**config.mk**
```make
export PLATFORM = sky130hd
export DESIGN_NAME = hermi_front
export DESIGN_NICKNAME = d
export VERILOG_FILES = /design/src/rtl/core/hermi_pkg.sv /design/src/rtl/core/hermi_front.sv
export SDC_FILE = /design/constraint.sdc
export NUM_CORES = 1
export LEC_CHECK = 0
export BUFFER_PORTS_ARGS = -buffer_cell sky130_fd_sc_hd__buf_2
export CAP_MARGIN = 25
export CORE_MARGIN = 4
export CORE_UTILIZATION = 55
export CTS_CLUSTER_SIZE = 10
export DETAILED_ROUTE_END_ITERATION = 10
export GPL_TIMING_DRIVEN = 0
export PLACE_DENSITY = 0.86
export SYNTH_ARGS = -nofsm -noshare
export SYNTH_HDL_FRONTEND = slang
export SYNTH_SLANG_ARGS = --single-unit
```
**constraint.sdc**
```tcl
create_clock -name clk -period 14.7 [get_ports clk]
set_input_delay 2.205 -clock clk [delete_from_list [all_inputs] [get_ports clk]]
set_output_delay 2.205 -clock clk [all_outputs]
set_load 0.01 [all_outputs]
```
**src/rtl/core/hermi_pkg.sv**
```systemverilog
// Shared types and constants for the Hermite interpolator core.
// Used by every module under rtl/core; depends on nothing else.
`default_nettype none

package hermi_pkg;

  // Configuration register indexes
  localparam int unsigned CFG_INDEX_BITS = 1;
  localparam logic [CFG_INDEX_BITS-1:0] CFG_TENSION = 1'b0;
  localparam logic [CFG_INDEX_BITS-1:0] CFG_BIAS    = 1'b1;
  localparam int unsigned CFG_DATA_BITS = 16;

  // Q2.14 weights grow by one bit once 1.0 is added or subtracted
  localparam int unsigned WEIGHT_BITS = CFG_DATA_BITS + 1;
  localparam logic signed [WEIGHT_BITS-1:0] Q_ONE = 17'sd16384;
  localparam int unsigned Q_FRAC = 14;

  // Internal scale: samples carry (SCALE_BITS - sample width) guard bits
  localparam int unsigned SCALE_BITS   = 32;
  localparam int unsigned TAN_BITS     = 38;  // inner tangent sum after scaling
  localparam int unsigned SLOPE_BITS   = 40;  // end tangent
  localparam int unsigned HORNER_BITS  = 42;  // polynomial coefficients and accumulator

  // Back pipeline depth and the most words the core can hold at once
  localparam int unsigned BACK_STAGES   = 12;
  localparam int unsigned ITEM_CAPACITY = BACK_STAGES + 3;
  localparam int unsigned FRONT_BACKLOG = 3;  // front register plus a full queue

  // Queue status seen by the front and back halves
  typedef struct packed {
    logic empty;
    logic full;
  } hermi_q_status_t;

endpackage

`default_nettype wire

```
**src/rtl/core/hermi_front.sv**
```systemverilog
// Front half: takes sample words, forms neighbor differences, pushes the queue.
// Depends on hermi_pkg.
`default_nettype none

module hermi_front
  import hermi_pkg::*;
#(
  parameter int SAMPLE_BITS = 16,
  parameter int FRAC_BITS   = 16
) (
  input  logic                          clk,
  input  logic                          rst,
  input  logic                          sample_valid,
  output logic                          sample_stall,
  input  logic signed [SAMPLE_BITS-1:0] sample_before,
  input  logic signed [SAMPLE_BITS-1:0] sample_start,
  input  logic signed [SAMPLE_BITS-1:0] sample_end,
  input  logic signed [SAMPLE_BITS-1:0] sample_after,
  input  logic        [FRAC_BITS-1:0]   position,
  input  hermi_q_status_t               q_status,
  output logic                          push,
  output logic [3*(SAMPLE_BITS+1)+2*SAMPLE_BITS+FRAC_BITS-1:0] entry
);

  localparam int DW = SAMPLE_BITS + 1;

  logic                          held;
  logic                          load;
  logic signed [DW-1:0]          d1;
  logic signed [DW-1:0]          d2;
  logic signed [DW-1:0]          d3;
  logic signed [SAMPLE_BITS-1:0] y2;
  logic signed [SAMPLE_BITS-1:0] y3;
  logic        [FRAC_BITS-1:0]   pos;

  // Move the held word on whenever the queue has room
  assign push         = held && !q_status.full;
  assign sample_stall = held && q_status.full;
  assign load         = sample_valid && !sample_stall;

  always_ff @(posedge clk) begin
    if (rst) begin
      held <= 1'b0;
    end else if (load) begin
      held <= 1'b1;
    end else if (push) begin
      held <= 1'b0;
    end
  end

  // Capture differences and the two inner samples
  always_ff @(posedge clk) begin
    if (load) begin
      d1  <= DW'(sample_start) - DW'(sample_before);
      d2  <= DW'(sample_end) - DW'(sample_start);
      d3  <= DW'(sample_after) - DW'(sample_end);
      y2  <= sample_start;
      y3  <= sample_end;
      pos <= position;
    end
  end

  assign entry = {d1, d2, d3, y2, y3, pos};

endmodule

`default_nettype wire

```
After elaboration in Yosys (flattened, before gate mapping) --
Index checks and enable logic that the tools add are counted.
Storage, ports and cells: bits in read-only memories 0, latch bits 0, input port bits 85, flip-flop bits (word level) 100, memories 0, RAM bits 0
Operators by class: muxes and demuxes 2, reductions and logical operators 6, divide/modulo/power cells 0, shifts and indexed selects 0, bitwise gates (word level) 0, $add $sub $neg 3, multipliers 0, eq/ne operators 0, $lt $le $gt $ge 0
Operator list (count):
- subtractor 16 x 16 -> 17 bit | 3
- logical AND 1 bit | 3
- zero test 1 bit | 2
- 2-to-1 mux 1 bit | 2
- nonzero test 2 bit | 1

Logic depth before layout (Yosys ltp) --
Gate-level depths: netlist of run 1.
depth after elaboration 4, gate-level depth with buffers 9, depth with buffers taken out 9

Worst setup path after synthesis of run 1 --
No wires, ideal clock.
path kind input to register, start point input q_status[0] (netlist name), end point register d1[0] (enable), required time 14131 ps, path buffers 0, cell stages on the path 2, setup time 569 ps, setup slack 7335 ps, data arrival time 6796 ps, cell sequence and2_1 -> nor2b_1
Between the ends: word-level cells in the longest chain between the ends 3
RTL lines:
- start, declared | RTL line hermi_front.sv:20 | input hermi_q_status_t q_status,
- logical AND 1 bit | RTL line hermi_front.sv:38 | assign sample_stall = held && q_status.full;
- zero test 1 bit | RTL line hermi_front.sv:39 | assign load = sample_valid && !sample_stall;
- logical AND 1 bit | RTL line hermi_front.sv:39
- net load | RTL line hermi_front.sv:28 | logic load;
- end signal, assigned | RTL line hermi_front.sv:54 | d1 <= DW'(sample_start) - DW'(sample_before);
- end, declared | RTL line hermi_front.sv:29 | logic signed [DW-1:0] d1;
The timed path passes the listed nets, and every way through them passes these cells. A chain may end at the register's enable or synchronous reset.

Worst setup path in the final report of run 1 --
start point input q_status[0] (netlist name), end point output sample_stall
Between the ends: word-level cells in the longest chain between the ends 1
RTL lines:
- logical AND 1 bit | RTL line hermi_front.sv:38
- end, declared | RTL line hermi_front.sv:14 | output logic sample_stall,
Every way passes these cells.

==> results of run 1 <==
==> power groups by stage <==
stage / sequential (mW) / combinational [mW] / clock [mW]
2_1_floorplan: 0.379 / 0.0975 / 0
3_3_place_gp: 0.364 / 0.167 / 0
3_5_place_dp: 0.362 / 0.176 / 0
4_1_cts: 0.356 / 0.177 / 0.183
5_1_grt: 0.358 / 0.195 / 0.196
6_report: 0.355 / 0.176 / 0.177
==> cell families after synthesis <==
| family | share of synthesized area |
|---|---|
| buffers and inverters | 0.0438 |
| AO/OA/AOI/OAI | 0.156 |
| XOR/XNOR | 0.0575 |
| flip-flops | 0.546 |
| adder cells (fa/ha/maj) | 0.121 |
| AND/OR/NAND/NOR | 0.0763 |
==> worst max-delay path: stages <==
cell and delay, ps:
buf_2 80, and2_1 210, buf_2 170
==> worst paths after layout <==
path,end,slack (ps),cells past startpoint
worst max-delay path,sample_stall,9830,3
worst min-delay path,held,710,3
worst max register to register,pos[0],12900,3
worst min register to register,held,710,3
==> layer usage <==
metal,wire [um],up-vias
met5,0,-
met3,1100,23
li1,-,2045
met4,223,0
met2,6370,189
met1,5060,1963
==> synth_stat cells (2+ instances only) <==
cell	n	area share
nor2b_1	13	0.015
nand2_1	21	0.014
o21a_1	9	0.012
ha_1	48	0.11
o211ai_1	3	0.0041
nor3_1	3	0.0027
a31oi_1	3	0.0034
o21ai_1	3	0.0027
nor4_1	3	0.0034
o31ai_1	3	0.0041
xnor2_1	27	0.043
edfxtp_1	99	0.54
o211ai_2	2	0.0046
o21ai_0	20	0.018
o31a_1	2	0.0032
a21oi_1	34	0.031
fa_1	3	0.011
and2_1	2	0.0023
inv_1	62	0.042
a21o_2	2	0.0032
nand2b_1	7	0.0080
a211oi_1	3	0.0041
o21ai_2	2	0.0032
o21bai_1	4	0.0055
a21o_1	8	0.011
and3_1	2	0.0023
clkbuf_1	2	0.0014
nor2_1	22	0.015
xor2_1	9	0.014
nand3_1	8	0.0073
a21oi_2	3	0.0048
==> per-stage QoR <==
step	hold slack [ps]	cell area (um^2)	worst slack, ps	util
finish	713	6810	9830	0.700
global route	767	6810	9800	0.700
CTS	723	6810	9820	0.700
detailed placement	709	6610	9820	0.680
global placement	583	6570	5810	0.675
floorplan	629	5480	7330	-
==> registers in the layout, summed over array words and instances (netlist names) <==
register  flops
y2           16
pos          16
y3           16
d2           17
d3           17
held          1
d1           17
==> final cells by class <==
cell class,count,share of cell area
tap,133,0.0244
sequential,100,0.439
multi-input combinational,290,0.331
clock buffer,10,0.0187
timing repair buffer,186,0.141
buffer,2,0.00110
inverter,62,0.0342
clock inverter,6,0.0105
==> results.cfg, run 1 <==
[clocking]
root_buffer = clkbuf_8
cts-resized-gates = 0
holdBufCountCts = 0
postCtsSetupBuffers = 0
cts_tree = yes
clock_path_buffers = 2
cts_buffers = 9
cts.htree.levels = 3
clock_latency_ps = 360
clk_transition_reported_paths_ps = 90
numClockSinks = 100

[cells_and_area]
insertedDiodeCount = 0
final_cell_mix = buf_2, edfxtp_1, inv_1, ha_1, a21oi_1
layout-drive-gt1-share = 0.335
final_cells = 789
nets = 787
multi_input_area_um2 = 2250
seq_area_um2 = 2990
final_common_cell = buf_2
area_growth_pct = 24.3
fill_cells = 738

[floorplan]
fp.dieW_um = 108
fp-row-count = 36
core_um2 = 9730
initial_core_util = 0.563
fp.dieArea_um2 = 11600
die_h_um = 108
io_pins = 186

[timing]
finalCriticalPeriod_ps = 4870
fin_skew_ps = 5.70
fmax_ghz = 0.205
hold_viol_final = 0
finalCritPeriodShare = 0.331
tns_ps = 0
rsz0062_at_grt = no
tightest_slew_ps = 814
setup_violations = 0
finalMaxSlewViolations = 0
max_slew_margin = 0.456

[outcome]
outcome = finished, final reports clean

[global_routing]
grt_max_degree = 39
grt-busiest-layer = met2
grt_util_all_layers = 0.221
grt.overflow.total = 0
grt_util_met2 = 0.391
use_met3 = 0.0582
grt_first_pass_wirelength_um = 19900
antenna_found_initial = 0
use_met1 = 0.262
grt_pass1_vias = 4142

[placed_design]
placedCellCount = 773
dp_hpwl_um = 10300
gp_congestion = 0.803
io_buffer_count = 184

[power]
combPwrFrac = 0.249
power.share.switching = 0.287
pwr-share-seq = 0.501
leakage_nw = 3.10
p_total_mw = 0.709
peakVddDrop_v = 0.0000532
intPower_mw = 0.506
clockPowerShare = 0.250
power-per-cell-area_nw_per_um2 = 104
power_switching_mw = 0.204

[setup_path]
cp.required_ps = 12490
start_kind = input port
critPathKind = in -> out
critPathLaunch = q_status[0]
worstPathMaxFanout = 3
cp-end-kind = primary output
arrival_ps = 2670
timing.rr.start = held

[yosys]
synth_edf_count = 99
syn_area_per_cell_um2 = 12.1
synthesis.area_um2 = 5480
synthCells = 454
synthFlopType = edfxtp_1
seq_area_frac_synth = 0.546
ys_ff_latch = 100
yosysUniqueCellTypes = 53
async_reset_ff_frac = 0
synth-warning-count = 0
syn_nets = 590

[detailed_routing]
drt_first_iter_violations = 212
drc = 0
wl_per_cell_um = 16.2
dr.pass1.iters = 5
wirelength_um = 12700
route.antenna.remaining_nets = 0
viasPerCell = 5.35
dr_total_vias = 4220

[worst_hold_path]
min_from = held
hold_path_class = reg -> reg

[run]
max_cap_violations = 0
Power figures use the tool's default switching activity.
==> run 2: changes to the inputs <==
- CORE_UTILIZATION: 55 -> 46
- PLACE_DENSITY: 0.86 -> 0.77
- clock period: 14.7 -> 4.4 ns (I/O delays scaled with it)
==> run 2 against run 1 <==
Net effect: worst hold slack worse by 250 ps; utilization decreased by 10 points; critical path depth is 7 higher; sequential share of layout area is 0.66 points lower; clock-buffer cell count down 1.
==> results.cfg, run 2 (synthesized netlist as in run 1, its figures left out) <==
[cells_and_area]
design_area_um2 = 6920
insertedDiodeCount = 0
area_growth_pct = 26.2
final_common_cell = buf_2
fill_cells = 937
largest_registers = d1 (17), d2 (17), d3 (17)
nets = 787
final_cell_mix = buf_2, edfxtp_1, inv_1, ha_1, a21oi_1
layout-drive-gt1-share = 0.337

[floorplan]
die_h_um = 117
fp-row-count = 39
fp.dieArea_um2 = 13700
fp.dieW_um = 117
io_pins = 186
initial_core_util = 0.476
core_um2 = 11500

[timing]
finalCriticalPeriod_ps = 2420
rsz0062_at_grt = no
max_slew_margin = 0.356
finalMaxSlewViolations = 0
hold_viol_final = 0
setup_violations = 0
tightest_slew_ps = 964
finalCritPeriodShare = 0.549
whs_ps = 459
fin_skew_ps = 5.53
fmax_ghz = 0.414

[setup_path]
start_kind = input port
critPathKind = in -> reg
cp.required_ps = 4490
arrival_ps = 2510
worstPathMaxFanout = 3
cp-end-kind = flip-flop

[global_routing]
grt_max_degree = 38
grt_first_pass_wirelength_um = 19500
grt_util_all_layers = 0.184
grt.overflow.total = 0
antenna_found_initial = 1
grt_pass1_vias = 4142

[detailed_routing]
viasPerCell = 5.23
dr_total_vias = 4177
drc = 0
dr.pass1.iters = 4
wirelength_um = 12600
drt_first_iter_violations = 278
route.antenna.remaining_nets = 0
wl_per_cell_um = 15.8

[worst_hold_path]
hold_path_class = in -> reg

[clocking]
clock_path_buffers = 2
cts_buffers = 9
root_buffer = clkbuf_16
clk_transition_reported_paths_ps = 70
numClockSinks = 100
cts-resized-gates = 0
holdBufCountCts = 0
clock_latency_ps = 340
cts.htree.levels = 3
cts_tree = yes
postCtsSetupBuffers = 0

[placed_design]
gp_congestion = 0.890
io_buffer_count = 184
placed_area_um2 = 6630
dp_hpwl_um = 9980

[outcome]
outcome = finished, final reports clean

[power]
peakVddDrop_v = 0.000189
leakage_nw = 3.14
power-per-cell-area_nw_per_um2 = 369

[run]
max_cap_violations = 0
run 2: final timing paths:
check                  start     end  slack [ps]  cells after the start
min                      rst    held         460                      2
max          sample_start[0]  d1[12]        1980                     10
min reg2reg             held    held         660                      3
max reg2reg             held   d3[9]        2270                      4
run 2: layout make-up:
| type | count | area (um^2) | area share |
|---|---|---|---|
| tap | 143 | 179 | 0.0259 |
| timing repair buffer | 186 | 961 | 0.139 |
| sequential | 100 | 2990 | 0.433 |
| clock buffer | 9 | 225 | 0.0326 |
| inverter | 62 | 233 | 0.0336 |
| buffer | 2 | 7.51 | 0.00109 |
| multi-input combinational | 290 | 2250 | 0.326 |
| clock inverter | 7 | 65.1 | 0.00941 |
run 2: metal layers:
layer,GRT usage,wire length (um),part of all wire,vias to the layer above
met5,0,13,0.0010,-
met4,0.0818,311,0.025,2
met3,0.0463,1100,0.087,22
met2,0.308,5950,0.47,164
met1,0.227,5250,0.42,1943
li1,-,-,-,2046
run 2: power by group:
part           switching (mW)  internal (mW)  total (mW)
Combinational           0.336          0.253       0.589
Sequential             0.0191           1.17        1.19
Clock                   0.376          0.398       0.774
run 2: metrics by stage:
stage,worst slack (ps),std cells,setup TNS [ps],power (mW),util
after floorplan,501,454,0,1.59,-
after global placement,-466,781,-45370,1.78,0.571
after detailed placement,1620,783,0,1.80,0.575
after CTS,1990,799,0,2.58,0.601
after global routing,1840,799,0,2.69,0.601
final,1980,799,0,2.55,0.601
run 2: worst max-delay path, stage by stage:
cell and delay (ps):
buf_2 110, inv_1 40, ha_1 200, fa_1 410, nand2b_1 200, a21oi_2 180
o21a_4 180, a41oi_4 170, o21ai_0 240, xor2_1 120
==> run 3: changes to the inputs <==
- clock period: 4.4 -> 2.16 ns (I/O delays scaled with it)
==> run 3 against run 2 <==
Net effect: sequential share of layout area down 0.055 points; critical path depth stayed put; sequential power is 100% higher; wire length grew 1.0%; worst hold slack worse by 340 ps; flip-flop and latch count unchanged; total power increased by 100%; combinational power is 100% higher; via count up 0.79%; global-route usage up 0.26 points; largest cell class unchanged.
==> results.cfg, run 3 (synthesized netlist as in run 1, its figures left out) <==
[outcome]
outcome = finished, final reports clean

[clocking]
numClockSinks = 100
cts_buffers = 9
root_buffer = clkbuf_16
postCtsSetupBuffers = 0
clk_transition_reported_paths_ps = 70
cts.htree.levels = 3
cts_tree = yes
clock_latency_ps = 360
clock_path_buffers = 2

[timing]
hold_viol_final = 0
finalMaxSlewViolations = 0
finalCriticalPeriod_ps = 2070
fin_skew_ps = 7.31
fmax_ghz = 0.484
finalCritPeriodShare = 0.957
setup_ws_ps = 93.8
setup_violations = 0
max_slew_margin = 0.426
tightest_slew_ps = 859
rsz0062_at_grt = yes

[floorplan]
io_pins = 186
fp.dieW_um = 117
initial_core_util = 0.476
fp-row-count = 39
die_h_um = 117
fp.dieArea_um2 = 13700
core_um2 = 11500

[cells_and_area]
fin_util = 0.601
area_growth_pct = 26.4
layout-drive-gt1-share = 0.340
nets = 787
fill_cells = 947
insertedDiodeCount = 0
final_cell_mix = buf_2, edfxtp_1, inv_1, ha_1, a21oi_1
multi_input_area_um2 = 2260
largest_registers = d1 (17), d2 (17), d3 (17)
final_common_cell = buf_2
seq_area_um2 = 2990

[detailed_routing]
drt_first_iter_violations = 299
dr.pass1.iters = 6
wirelength_um = 12700
dr_total_vias = 4210
route.antenna.remaining_nets = 0
wl_per_cell_um = 16.0
drc = 0
viasPerCell = 5.27

[setup_path]
arrival_ps = 2160
start_kind = input port
cp-end-kind = flip-flop
rrSetupSlack_ps = 400
cp.required_ps = 2260
worstPathMaxFanout = 3
critPathKind = in -> reg

[power]
leakage_nw = 3.15
power-per-cell-area_nw_per_um2 = 753
peakVddDrop_v = 0.000415

[placed_design]
io_buffer_count = 184
dp_slack_ps = -252
dp_hpwl_um = 10100
gp_congestion = 0.861

[global_routing]
grt_max_degree = 38
antenna_found_initial = 1
grt_pass1_vias = 4173
grt_util_all_layers = 0.187
grt.overflow.total = 0
grt_first_pass_wirelength_um = 19500

[run]
max_cap_violations = 0

[worst_hold_path]
hold_path_class = in -> reg
run 3: changes by cell type in the layout (fill, tap and decap cells not counted), sizes merged:
cell      change
clkinvlp      -1
inv           +1
run 3: metrics by stage:
stage                     hold slack (ps)  instance area, um^2  instances  power (mW)  setup TNS, ps
after floorplan                       396                 5490        454        3.24         -22440
after detailed placement              484                 6630        783        3.66          -2610
final                                 124                 6930        799        5.21              0
after global routing                  117                 6930        799        5.50          -1.07
after CTS                             101                 6920        799        5.27              0
after global placement                482                 6590        781        3.61         -84520
run 3: metal layers:
metal,vias to the layer above,wire [um],track usage
met3,21,1090,0.0550
met5,-,19,0
met2,175,5990,0.308
li1,2060,-,-
met1,1952,5340,0.226
met4,2,308,0.0856
run 3: final timing paths:
kind,cells after the start,start,endpoint
min,2,rst,held
max reg2reg,3,held,y3[10]
max,10,sample_start[0],d1[14]
min reg2reg,3,held,held
run 3: where the power goes:
| part | internal, mW | total (mW) | switching [mW] | leakage (nW) |
|---|---|---|---|---|
| clock network | 0.815 | 1.59 | 0.778 | 0.145 |
| logic | 0.517 | 1.20 | 0.686 | 2.04 |
| registers | 2.38 | 2.42 | 0.0404 | 0.966 |
| total | 3.71 | 5.21 | 1.50 | 3.15 |
run 3: critical path, stage by stage:
cell	delay, ps
buf_2	110
inv_1	40
ha_1	200
fa_1	390
nand2b_1	210
a21oi_2	190
o21a_4	180
a41oi_4	170
a31oi_4	250
xor2_1	90
run 3: area by class of cell:
class,instances,share of cell area
Clock buffer,9,0.0325
Inverter,62,0.0336
Multi-Input combinational cell,290,0.326
Clock inverter,7,0.00958
Tap cell,143,0.0258
Buffer,2,0.00108
Sequential cell,100,0.432
Timing Repair Buffer,186,0.139
run 3: timing repair:
item                       4_1_cts  5_1_grt
setup endpoints to repair        0        2
hold buffers                     0        0
resized for setup                0        2
