<file path="config.mk">
export PLATFORM = sky130hd
export DESIGN_NAME = hermi_fifo
export DESIGN_NICKNAME = d
export VERILOG_FILES = /design/src/rtl/core/hermi_pkg.sv /design/src/rtl/core/hermi_fifo.sv
export SDC_FILE = /design/constraint.sdc
export NUM_CORES = 1
export LEC_CHECK = 0
export ABC_AREA = 1
export BUFFER_PORTS_ARGS = -buffer_cell sky130_fd_sc_hd__buf_2
export CAP_MARGIN = 30
export CORE_MARGIN = 4
export CORE_UTILIZATION = 49
export DETAILED_ROUTE_END_ITERATION = 8
export PLACE_DENSITY_LB_ADDON = 0.15
export SETUP_SLACK_MARGIN = 0.02
export SLEW_MARGIN = 10
export SYNTH_ARGS = -nofsm -noshare
export SYNTH_HDL_FRONTEND = slang
export SYNTH_SLANG_ARGS = --single-unit
</file>
<file path="constraint.sdc">
create_clock -name clk -period 1.2 [get_ports clk]
set_input_delay 0.3 -clock clk [delete_from_list [all_inputs] [get_ports clk]]
set_output_delay 0.3 -clock clk [all_outputs]
set_load 0.05 [all_outputs]
</file>
<file path="src/rtl/core/hermi_pkg.sv">
// Shared types and constants for the Hermite interpolator core.
// Used by every module under rtl/core; depends on nothing else.
`default_nettype none

package hermi_pkg;

  // Configuration register indexes
  localparam int unsigned CFG_INDEX_BITS = 1;
  localparam logic [CFG_INDEX_BITS-1:0] CFG_TENSION = 1'b0;
  localparam logic [CFG_INDEX_BITS-1:0] CFG_BIAS    = 1'b1;
  localparam int unsigned CFG_DATA_BITS = 16;

  // Q2.14 weights grow by one bit once 1.0 is added or subtracted
  localparam int unsigned WEIGHT_BITS = CFG_DATA_BITS + 1;
  localparam logic signed [WEIGHT_BITS-1:0] Q_ONE = 17'sd16384;
  localparam int unsigned Q_FRAC = 14;

  // Internal scale: samples carry (SCALE_BITS - sample width) guard bits
  localparam int unsigned SCALE_BITS   = 32;
  localparam int unsigned TAN_BITS     = 38;  // inner tangent sum after scaling
  localparam int unsigned SLOPE_BITS   = 40;  // end tangent
  localparam int unsigned HORNER_BITS  = 42;  // polynomial coefficients and accumulator

  // Back pipeline depth and the most words the core can hold at once
  localparam int unsigned BACK_STAGES   = 12;
  localparam int unsigned ITEM_CAPACITY = BACK_STAGES + 3;
  localparam int unsigned FRONT_BACKLOG = 3;  // front register plus a full queue

  // Queue status seen by the front and back halves
  typedef struct packed {
    logic empty;
    logic full;
  } hermi_q_status_t;

endpackage

`default_nettype wire

</file>
<file path="src/rtl/core/hermi_fifo.sv">
// Two-entry queue between the front and back halves.
// Depends on hermi_pkg for the status struct.
`default_nettype none

module hermi_fifo
  import hermi_pkg::*;
#(
  parameter int WIDTH = 8
) (
  input  logic             clk,
  input  logic             rst,
  input  logic             push,
  input  logic [WIDTH-1:0] wr_data,
  input  logic             pop,
  output logic [WIDTH-1:0] rd_data,
  output hermi_q_status_t  status
);

  logic [WIDTH-1:0] slot [0:1];
  logic             wr_ptr;
  logic             rd_ptr;
  logic [1:0]       count;

  assign rd_data      = slot[rd_ptr];
  assign status.empty = (count == 2'd0);
  assign status.full  = (count == 2'd2);

  // Track occupancy and pointers
  always_ff @(posedge clk) begin
    if (rst) begin
      wr_ptr <= 1'b0;
      rd_ptr <= 1'b0;
      count  <= 2'd0;
    end else begin
      if (push) begin
        wr_ptr <= ~wr_ptr;
      end
      if (pop) begin
        rd_ptr <= ~rd_ptr;
      end
      unique case ({push, pop})
        2'b10:   count <= count + 2'd1;
        2'b01:   count <= count - 2'd1;
        default: count <= count;
      endcase
    end
  end

  // Store the incoming word
  always_ff @(posedge clk) begin
    if (push) begin
      slot[wr_ptr] <= wr_data;
    end
  end

endmodule

`default_nettype wire

</file>
==> Word-level counts from Yosys, hierarchy flattened <==
Memories as Yosys holds them, arrays and structs flattened. A register that Yosys moved wholly into a read port is not among the register bits.
Cells that the tools add are included.
{ "classes": {"n_reduce_logical": 2, "muxes": 5, "bitwise_logic": 2, "eq_ne": 3, "addsub": 2} }
{ "op_table": {"columns": ["cell", "n"], "rows": [
  ["2-bit == test, second input constant", 2],
  ["1-bit two-way mux", 4],
  ["2-bit one-hot mux with 2 select lines", 1],
  ["2-bit by 1-bit adder with 2-bit output, second input constant", 1],
  ["2-bit by 1-bit == test with 1-bit output, second input constant", 1],
  ["2-bit logical NOT", 1],
  ["1-bit NOT", 2],
  ["2-bit nonzero test", 1],
  ["2-bit by 1-bit subtractor with 2-bit output, second input constant", 1]
]} }
{ "totals": {"elab_cells": 18, "out_inout_bits": 10, "in_bits": 12, "ff_bits": 4, "mem_count": 1, "ramBits": 16} }
{ "memory_table": {"columns": ["name", "depth", "width", "rd", "rd_clocked_by_memory_dff", "wr", "line", "source"], "rows": [
  ["slot", 2, 8, 1, 1, 1, "hermi_fifo.sv:19", "logic [WIDTH-1:0] slot [0:1];"]
]} }

==> Longest topological paths before layout <==
Gate-level depths: netlist of the first run.
{ "logic_depth": {"word_depth": 3, "ltp_mapped": 7, "mapped_depth_nobuf": 7} }

==> Worst setup path after synthesis of the first run <==
OpenSTA, ideal clock, no wires.
{ "synth_timing": {"kind": "register to output", "start": "register count[1]", "end": "output port status[0] (netlist name)", "setup_slack_ps": -128, "required_time_ps": 900, "t_arrival_ps": 1028, "n_path_buf": 0, "path_stages_with_launch": 3, "cell_sequence": "dfxtp_1 inv_1 nor2_1"} }
{ "synth_rtl": {"columns": ["item", "line", "source"], "rows": [
  ["from (decl)", "hermi_fifo.sv:22", "logic [1:0] count;"],
  ["from (signal assigned)", "hermi_fifo.sv:42", "2'b10: count <= count + 2'd1;"],
  ["from (signal assigned)", "hermi_fifo.sv:43", "2'b01: count <= count - 2'd1;"],
  ["from (signal assigned)", "hermi_fifo.sv:44", "default: count <= count;"],
  ["to (decl)", "hermi_fifo.sv:16", "output hermi_q_status_t status"]
]} }

==> results.tsv, run 1 <==
metric	value	unit
holdPathStages	1	
async_reset_ff_frac	0	
crit_type	reg -> out	
dpl.hpwl	927	µm
root_buffer	clkbuf_4	
antenna_found_initial	0	
worst_slew_pin_slew	363	ps
synth_seq_cells	21	
period_needed	1530	ps
nNetsFinal	101	
critPathCaptureType	output pin	
viasPerCell	4.76	
hold_viol_final	0	
fin_util	0.723	
cp_max_fo	4	
drt_iter0_drc	1	
grt_pass1_vias	495	
synth_top_area_cell	edfxtp_1	
finalCritPeriodShare	1.27	
htree_levels	1	
clock-sinks	21	
cap_viol_max_count	0	
critPathLaunchType	flip-flop	
io_buffer_count	21	
clock_path_buffers	2	
required	900	ps
ios	22	
grt.met3_usage	0.0336	
cts_tree	yes	
wire_per_inst	12.1	µm
gp_congestion	0.672	
multi_input_area	234	µm²
fmax	0.655	GHz
skew	1.30	ps
synth_area	837	µm²
n_fill_cell	109	
grt_pass1_wl	2.03	mm
wl	1.25	mm
cts.clk_slew.worst_paths	110	ps
ys.warnings.count	0	
cp_data_arrival_time	1230	ps
ctsHoldBuffers	0	
drc	0	
synth_top_area_share	0.574	
track_usage	0.111	
num_rows	14	
synth.avg_cell_area	14.4	µm²
die_width	49.3	µm
worst_slack	-326	ps
synth.top_cells.by_count	edfxtp_1, nor2_1, mux2_4	
synth_cell_types	13	
stdcell_count	103	
slew_headroom	0.758	
start_util	0.537	
die_area	2430	µm²
setup_viol	10	
status	finished with violations	
insertion_delay	280	ps
drtPass1Iterations	2	
busiest_layer	met2	
placedCellCount	97	
cts_buffers	3	
syn-num-nets	71	
antenna_cells	0	
fp.dieH	49.3	µm
ff2ff_path_depth	2	
core_area	1560	µm²
syn_inst	58	
slew_viol_final	0	
power_density	1420	nW/µm²
p_leak	0.489	nW
violations	negative setup slack	
vdd.ir_drop.worst	0.711	mV
synth_seq_area_share	0.694	
synthTopCellsByArea	edfxtp_1, mux2_4, dfxtp_1	
synth_top_flop_cell	edfxtp_1	
ff_latch_area	589	µm²
globalRouteMet2Util	0.192	
synth_edf_count	16	
met1_usage	0.122	
ant_nets	0	
drive_above_1_share	0.494	
yosysMostFrequentCell	edfxtp_1	
area_delta_synth_final	34.7	%
grt_start_max_net_pins	12	
hold_path.class	in -> reg	
gr-total-overflow	0	
rsz0062_at_grt	yes	
vias	490	
## routing by layer
| metal | up-vias | part of all wire |
|---|---|---|
| met4 | 0 | 0.0096 |
| met3 | 2 | 0.063 |
| met1 | 219 | 0.40 |
| met5 | - | 0 |
| met2 | 12 | 0.53 |
| li1 | 257 | - |
## flip-flops by register name (all words and copies together) (netlist names), named ones only
register	cells
count	2
rd_ptr	1
slot	16
wr_ptr	1
## area by class of cell
cell class	count	area share
tap	16	0.0178
timing repair buffer	26	0.205
sequential	21	0.523
clock buffer	4	0.0233
multi-input combinational	29	0.208
inverter	7	0.0233
## report_power, final
part | total (mW) | internal (mW) | switching [mW]
sequential | 0.858 | 0.833 | 0.0254
combinational | 0.424 | 0.190 | 0.233
clock | 0.314 | 0.129 | 0.185
## final timing paths
| kind | from | endpoint | slack [ps] |
|---|---|---|---|
| max | flip-flop | rd_data[0] | -330 |
| min | wr_data[1] | slot[0][1]$_DFFE_PP_ | 200 |
| max reg2reg | wr_ptr$_SDFFE_PP0P_ | slot[1][1]$_DFFE_PP_ | 180 |
| min reg2reg | wr_ptr$_SDFFE_PP0P_ | wr_ptr$_SDFFE_PP0P_ | 520 |
## cell families after synthesis
logic type	after synthesis	share of synthesized area
AO/OA/AOI/OAI	2	0.0119
XOR/XNOR	1	0.0105
adder cells (fa/ha/maj)	1	0.0149
buffers and inverters	8	0.0448
flip-flops	21	0.694
multiplexers	8	0.144
AND/OR/NAND/NOR	17	0.0807
## stage by stage
step / TNS [ps] / area (µm²) / setup slack, ps / power [mW] / hold slack, ps
after global placement: -435 / 978 / -61.6 / 1.19 / 488
after global routing: -3180 / 1130 / -383 / 1.68 / 169
final: -2620 / 1130 / -326 / 1.60 / 197
after detailed placement: -613 / 978 / -89.0 / 1.20 / 493
after CTS: -2690 / 1100 / -338 / 1.59 / 190
after floorplan: 0 / 842 / 70.5 / 1.13 / 372
## critical path, cell delays in order, from the launching register on
cell and delay, ps:
dfxtp_2 360, buf_6 130, mux2_4 310, buf_8 150
## placed cells by master, fill, tap and decap left out, types with 3 or more instances in the layout
cell,Yosys,final
edfxtp_1,16,16
buf_2,0,11
mux2_4,8,8
nor2_1,10,8
buf_6,1,7
inv_1,7,6
nand2_1,5,5
buf_8,0,5
clkbuf_4,0,3
buf_4,0,3
## timing repair
action	CTS	global route
hold endpoints to repair	0	0
resized for setup	28	7
buffers inserted	2	0
setup endpoints to repair	10	10
(Power assumes the default switching activity.)
==> inputs of run 2 (changes only) <==
Settings changed: CAP_MARGIN 30 to unset, CORE_UTILIZATION 49 to 53.
Clock period 1.2 ns to 1.95 ns, I/O delays scaled along.
==> run 2 against run 1 <==
The flow now finishes without violations. Critical path depth is 1 lower. Worst hold slack better by 180 ps. Sequential power is 38% lower. First-iteration DRC count grew to 7.0 times the previous value. Non-clock buffer count is 4 lower. Cell area is 12% lower. Clock skew is 4.2 ps higher. Highest routed layer unchanged.
==> results.tsv, run 2 (same netlist as run 1, synthesis figures left out) <==
metric	value	unit	change
area_delta_synth_final	17.9	%	
setup-tns-final	0	ps	+2620 ps
stdcell_count	99		-3.9%
placedCellCount	95		-2.1%
hold_viol_final	0		unchanged
viasPerCell	4.92		+3.4%
ios	22		unchanged
worstHoldStart	wr_data[2]		
start_util	0.556		+0.0187
skew	5.55	ps	+4.25 ps
grt_start_max_net_pins	13		+1
finalCritPeriodShare	0.931		
hold_path.class	in -> reg		
drc	0		unchanged
clock-sinks	21		unchanged
die_width	47.7	µm	-3.2%
ant_nets	0		unchanged
slew_viol_final	0		unchanged
drtPass1Iterations	2		unchanged
required	1460	ps	+560 ps
vias	487		-0.61%
cts_tree	yes		
final_common_cell	buf_2		
htree_levels	1		unchanged
clock_path_buffers	2		unchanged
cts_buffers	3		unchanged
critPathCaptureType	output pin		
grt_pass1_vias	440		-11%
setup_viol	0		-10
critPathLaunchType	flip-flop		
insertion_delay	290	ps	about the same
cap_viol_max_count	0		unchanged
core_area	1510	µm²	-3.4%
wl	1.27	mm	+1.9%
largest_reg_flops	16		unchanged
antenna_cells	0		unchanged
antenna_found_initial	0		unchanged
r2r_start	wr_ptr$_SDFFE_PP0P_		
drt_iter0_drc	7		+6
vdd.ir_drop.worst	0.540	mV	-24%
fmax	0.551	GHz	
crit_chain	mux2_4 > buf_2		
crit_type	reg -> out		
cp_data_arrival_time	1330	ps	+100 ps
grt_pass1_wl	1.88	mm	-7.5%
slowest_stage	dfxtp_2		
drive_above_1_share	0.422		-0.0726
wire_per_inst	12.9	µm	+6.0%
status	completed		
ctsHoldBuffers	0		unchanged
cp_max_fo	8		+4
gp_congestion	0.674		+0.18%
gr-total-overflow	0		unchanged
num_rows	14		unchanged
top_register	slot		
track_usage	0.125		+0.0142
root_buffer	clkbuf_4		
post_cts_resize_count	1		-96%
post_cts_buffers	0		-2
io_buffer_count	21		unchanged
worst_slew_pin_slew	341	ps	-22.1 ps
power_density	928	nW/µm²	-34%
nNetsFinal	97		-4.0%
n_fill_cell	123		+13%
slew_headroom	0.773		+0.0147
cts.clk_slew.worst_paths	110	ps	about the same
fp.dieH	47.7	µm	-3.2%
cpPeakStageDelay	500	ps	+140 ps
die_area	2280	µm²	-6.3%
layout_common_cells	buf_2, edfxtp_1, nor2_1		
rsz0062_at_grt	no		
period_needed	1820	ps	
p_leak	0.438	nW	-10%
top_regs	slot: 16 flops, count: 2 flops		
dpl.hpwl	1.02	mm	+10%
-- run 2: area by class of cell --
| class | count | area [µm²] | share of cell area |
|---|---|---|---|
| Clock buffer | 3 | 22.5 | 0.0228 |
| Clock inverter | 1 | 5.00 | 0.00507 |
| Inverter | 7 | 26.3 | 0.0266 |
| Multi-Input combinational cell | 29 | 219 | 0.222 |
| Sequential cell | 21 | 582 | 0.589 |
| Tap cell | 16 | 20.0 | 0.0203 |
| Timing Repair Buffer | 22 | 113 | 0.114 |
-- run 2: worst paths after layout --
kind | to | slack (ps) | cells after the start
worst max-delay path | rd_data[2] | 130 | 2
worst max register to register | slot[1][3]$_DFFE_PP_ | 920 | 2
worst min register to register | wr_ptr$_SDFFE_PP0P_ | 530 | 2
worst min-delay path | slot[1][2]$_DFFE_PP_ | 380 | 1
-- run 2: metrics by stage --
step                      utilization  worst slack, ps  area, µm²  hold slack [ps]  power, mW
after global routing            0.655             62.3        987              353      0.965
final                           0.655              135        987              377      0.916
after floorplan                     -              435        837              480      0.690
after global placement          0.636              292        958              496      0.727
after CTS                       0.655              115        987              371      0.927
after detailed placement        0.636              293        958              512      0.734
-- run 2: per-layer routing --
layer,wire length (µm),part of all wire,GRT usage,vias up
li1,-,-,-,250
met1,507,0.40,0.138,223
met2,690,0.54,0.219,12
met3,64,0.050,0.0338,2
met4,12,0.0094,0.0645,0
met5,0,0,0,-
-- run 2: critical path: cells and delay by family (launching register included) --
family | cells | cell delay, ps
muxes | 1 | 320
buffers and inverters | 1 | 210
DFF | 1 | 500
-- run 2: where the power goes --
group | internal [mW] | switching (mW) | leakage [nW]
combinational | 0.0653 | 0.124 | 0.229
clock | 0.0761 | 0.119 | 0.0177
sequential | 0.512 | 0.0201 | 0.192
==> inputs of run 3 (changes only) <==
Settings changed: CORE_ASPECT_RATIO set to 1.2, SLEW_MARGIN 10 to unset.
==> run 3 against run 2 <==
Worst hold slack lost 2.8 ps. Sequential share of layout area shrank 0.075 points. Sequential power is essentially flat. Worst setup slack is essentially flat. Maximum frequency is essentially flat. Non-clock buffer count is the same. Clock skew is essentially flat. Register-to-register slack lost 110 ps. Die area grew 0.13%. Critical path depth is the same. Flip-flop and latch count is the same. Highest routed layer unchanged.
==> results.tsv, run 3 (same netlist as run 1, synthesis figures left out) <==
metric	value	unit	change
grt_pass1_vias	454		+3.2%
required	1460	ps	about the same
rsz0062_at_grt	no		
hold_path.class	in -> reg		
root_buffer	clkbuf_4		
p_switching	0.260	mW	-1.2%
final_common_cell	buf_2		
holdPathStages	1		unchanged
largest_reg_flops	16		unchanged
viasPerCell	4.68		-4.9%
hold_slack	374	ps	-2.84 ps
dpl_worst_slack	277	ps	-15.7 ps
p_leak	0.438	nW	unchanged
period_needed	1820	ps	-0.441 ps
crit_type	reg -> out		
grt_start_max_net_pins	13		unchanged
power_frac_seq	0.582		+0.002
insertion_delay	290	ps	about the same
vdd.ir_drop.worst	0.620	mV	+15%
n_fill_cell	113		-8.1%
slowest_stage	dfxtp_2		
ff_latch_area	582	µm²	unchanged
post-route-cell-area	988	µm²	+0.13%
wire_per_inst	11.7	µm	-9.1%
slew_headroom	0.763		-0.00924
antenna_found_initial	0		unchanged
skew	5.75	ps	+0.199 ps
top_regs	slot: 16 flops, count: 2 flops		
slew_viol_final	0		unchanged
setup-tns-final	0	ps	unchanged
drc	0		unchanged
ff2ff_path_depth	2		unchanged
switching_share	0.285		-0.00247
stdcell_count	100		+1.0%
io_buffer_count	21		unchanged
cpPeakStageDelay	500	ps	about the same
ios	22		unchanged
cts.clk_slew.worst_paths	110	ps	about the same
status	completed		
fmax	0.551	GHz	about the same
start_util	0.572		+0.0161
cp_data_arrival_time	1330	ps	about the same
cp_max_fo	8		unchanged
multi_input_area	219	µm²	unchanged
drive_above_1_share	0.422		unchanged
area_delta_synth_final	18.1	%	
antenna_cells	0		unchanged
finalCritPeriodShare	0.931		about the same
core_area	1460	µm²	-2.8%
drt_iter0_drc	9		+2
cap_viol_max_count	0		unchanged
hold_viol_final	0		unchanged
worst_slack	135	ps	+0.441 ps
clock_path_buffers	2		unchanged
post_cts_resize_count	1		unchanged
pwr-share-clk	0.212		about the same
placedCellCount	96		+1.1%
crit_chain	mux2_4 > buf_2		
dpl.hpwl	934	µm	-8.4%
track_usage	0.115		-0.0108
cts_buffers	3		unchanged
critPathCaptureType	output pin		
die_area	2280	µm²	+0.13%
worst_slew_pin_slew	354	ps	+12.9 ps
fp.dieH	51.5	µm	+7.9%
placed_cell_area	960	µm²	+0.13%
wl	1.17	mm	-8.2%
combPwrFrac	0.206		about the same
critPathLaunchType	flip-flop		
grt_pass1_wl	1.84	mm	-1.8%
clock-sinks	21		unchanged
setup_viol	0		unchanged
htree_levels	1		unchanged
ant_nets	0		unchanged
drtPass1Iterations	4		+2
ctsHoldBuffers	0		unchanged
p_int	0.653	mW	about the same
vias	468		-3.9%
die_width	44.3	µm	-7.2%
power_density	924	nW/µm²	-0.47%
layout_common_cells	buf_2, edfxtp_1, nor2_1		
top_register	slot		
gp_congestion	0.659		-2.2%
num_rows	15		+1
nNetsFinal	97		unchanged
post_cts_buffers	0		unchanged
gr-total-overflow	0		unchanged
cts_tree	yes		
[run 3: critical path, delay by kind of cell (launching register included)]
| family | cells | cell delay, ps |
|---|---|---|
| buffers and inverters | 1 | 210 |
| flip-flops | 1 | 500 |
| multiplexers | 1 | 330 |
[run 3: final timing paths]
kind                           to           startpoint  slack [ps]
min reg2reg   wr_ptr$_SDFFE_PP0P_  wr_ptr$_SDFFE_PP0P_         530
max reg2reg  slot[0][4]$_DFFE_PP_  wr_ptr$_SDFFE_PP0P_         810
max                    rd_data[5]            flip-flop         130
min          slot[1][1]$_DFFE_PP_           wr_data[1]         370
[run 3: layout make-up]
class / count / area share
inverter: 7 / 0.0266
clock inverter: 1 / 0.00506
tap: 17 / 0.0215
clock buffer: 3 / 0.0228
timing repair buffer: 22 / 0.114
multi-input combinational: 29 / 0.222
sequential: 21 / 0.589
[run 3: stage by stage]
stage	total power, mW	util
4_1_cts	0.927	0.675
6_report	0.913	0.675
2_1_floorplan	0.690	-
3_5_place_dp	0.733	0.656
3_3_place_gp	0.728	0.656
5_1_grt	0.962	0.675
[run 3: per-layer routing]
layer,part of all wire,wire (µm),GRT usage
met1,0.38,445,0.110
met2,0.54,635,0.218
met3,0.066,77,0.0242
met4,0.010,12,0.0603
met5,0,0,0
[run 3: power groups by stage]
stage	Combinational [mW]	Sequential [mW]	Clock (mW)
2_1_floorplan	0.159	0.531	0
3_3_place_gp	0.187	0.540	0
3_5_place_dp	0.190	0.543	0
4_1_cts	0.190	0.533	0.205
5_1_grt	0.200	0.536	0.226
6_report	0.188	0.532	0.194
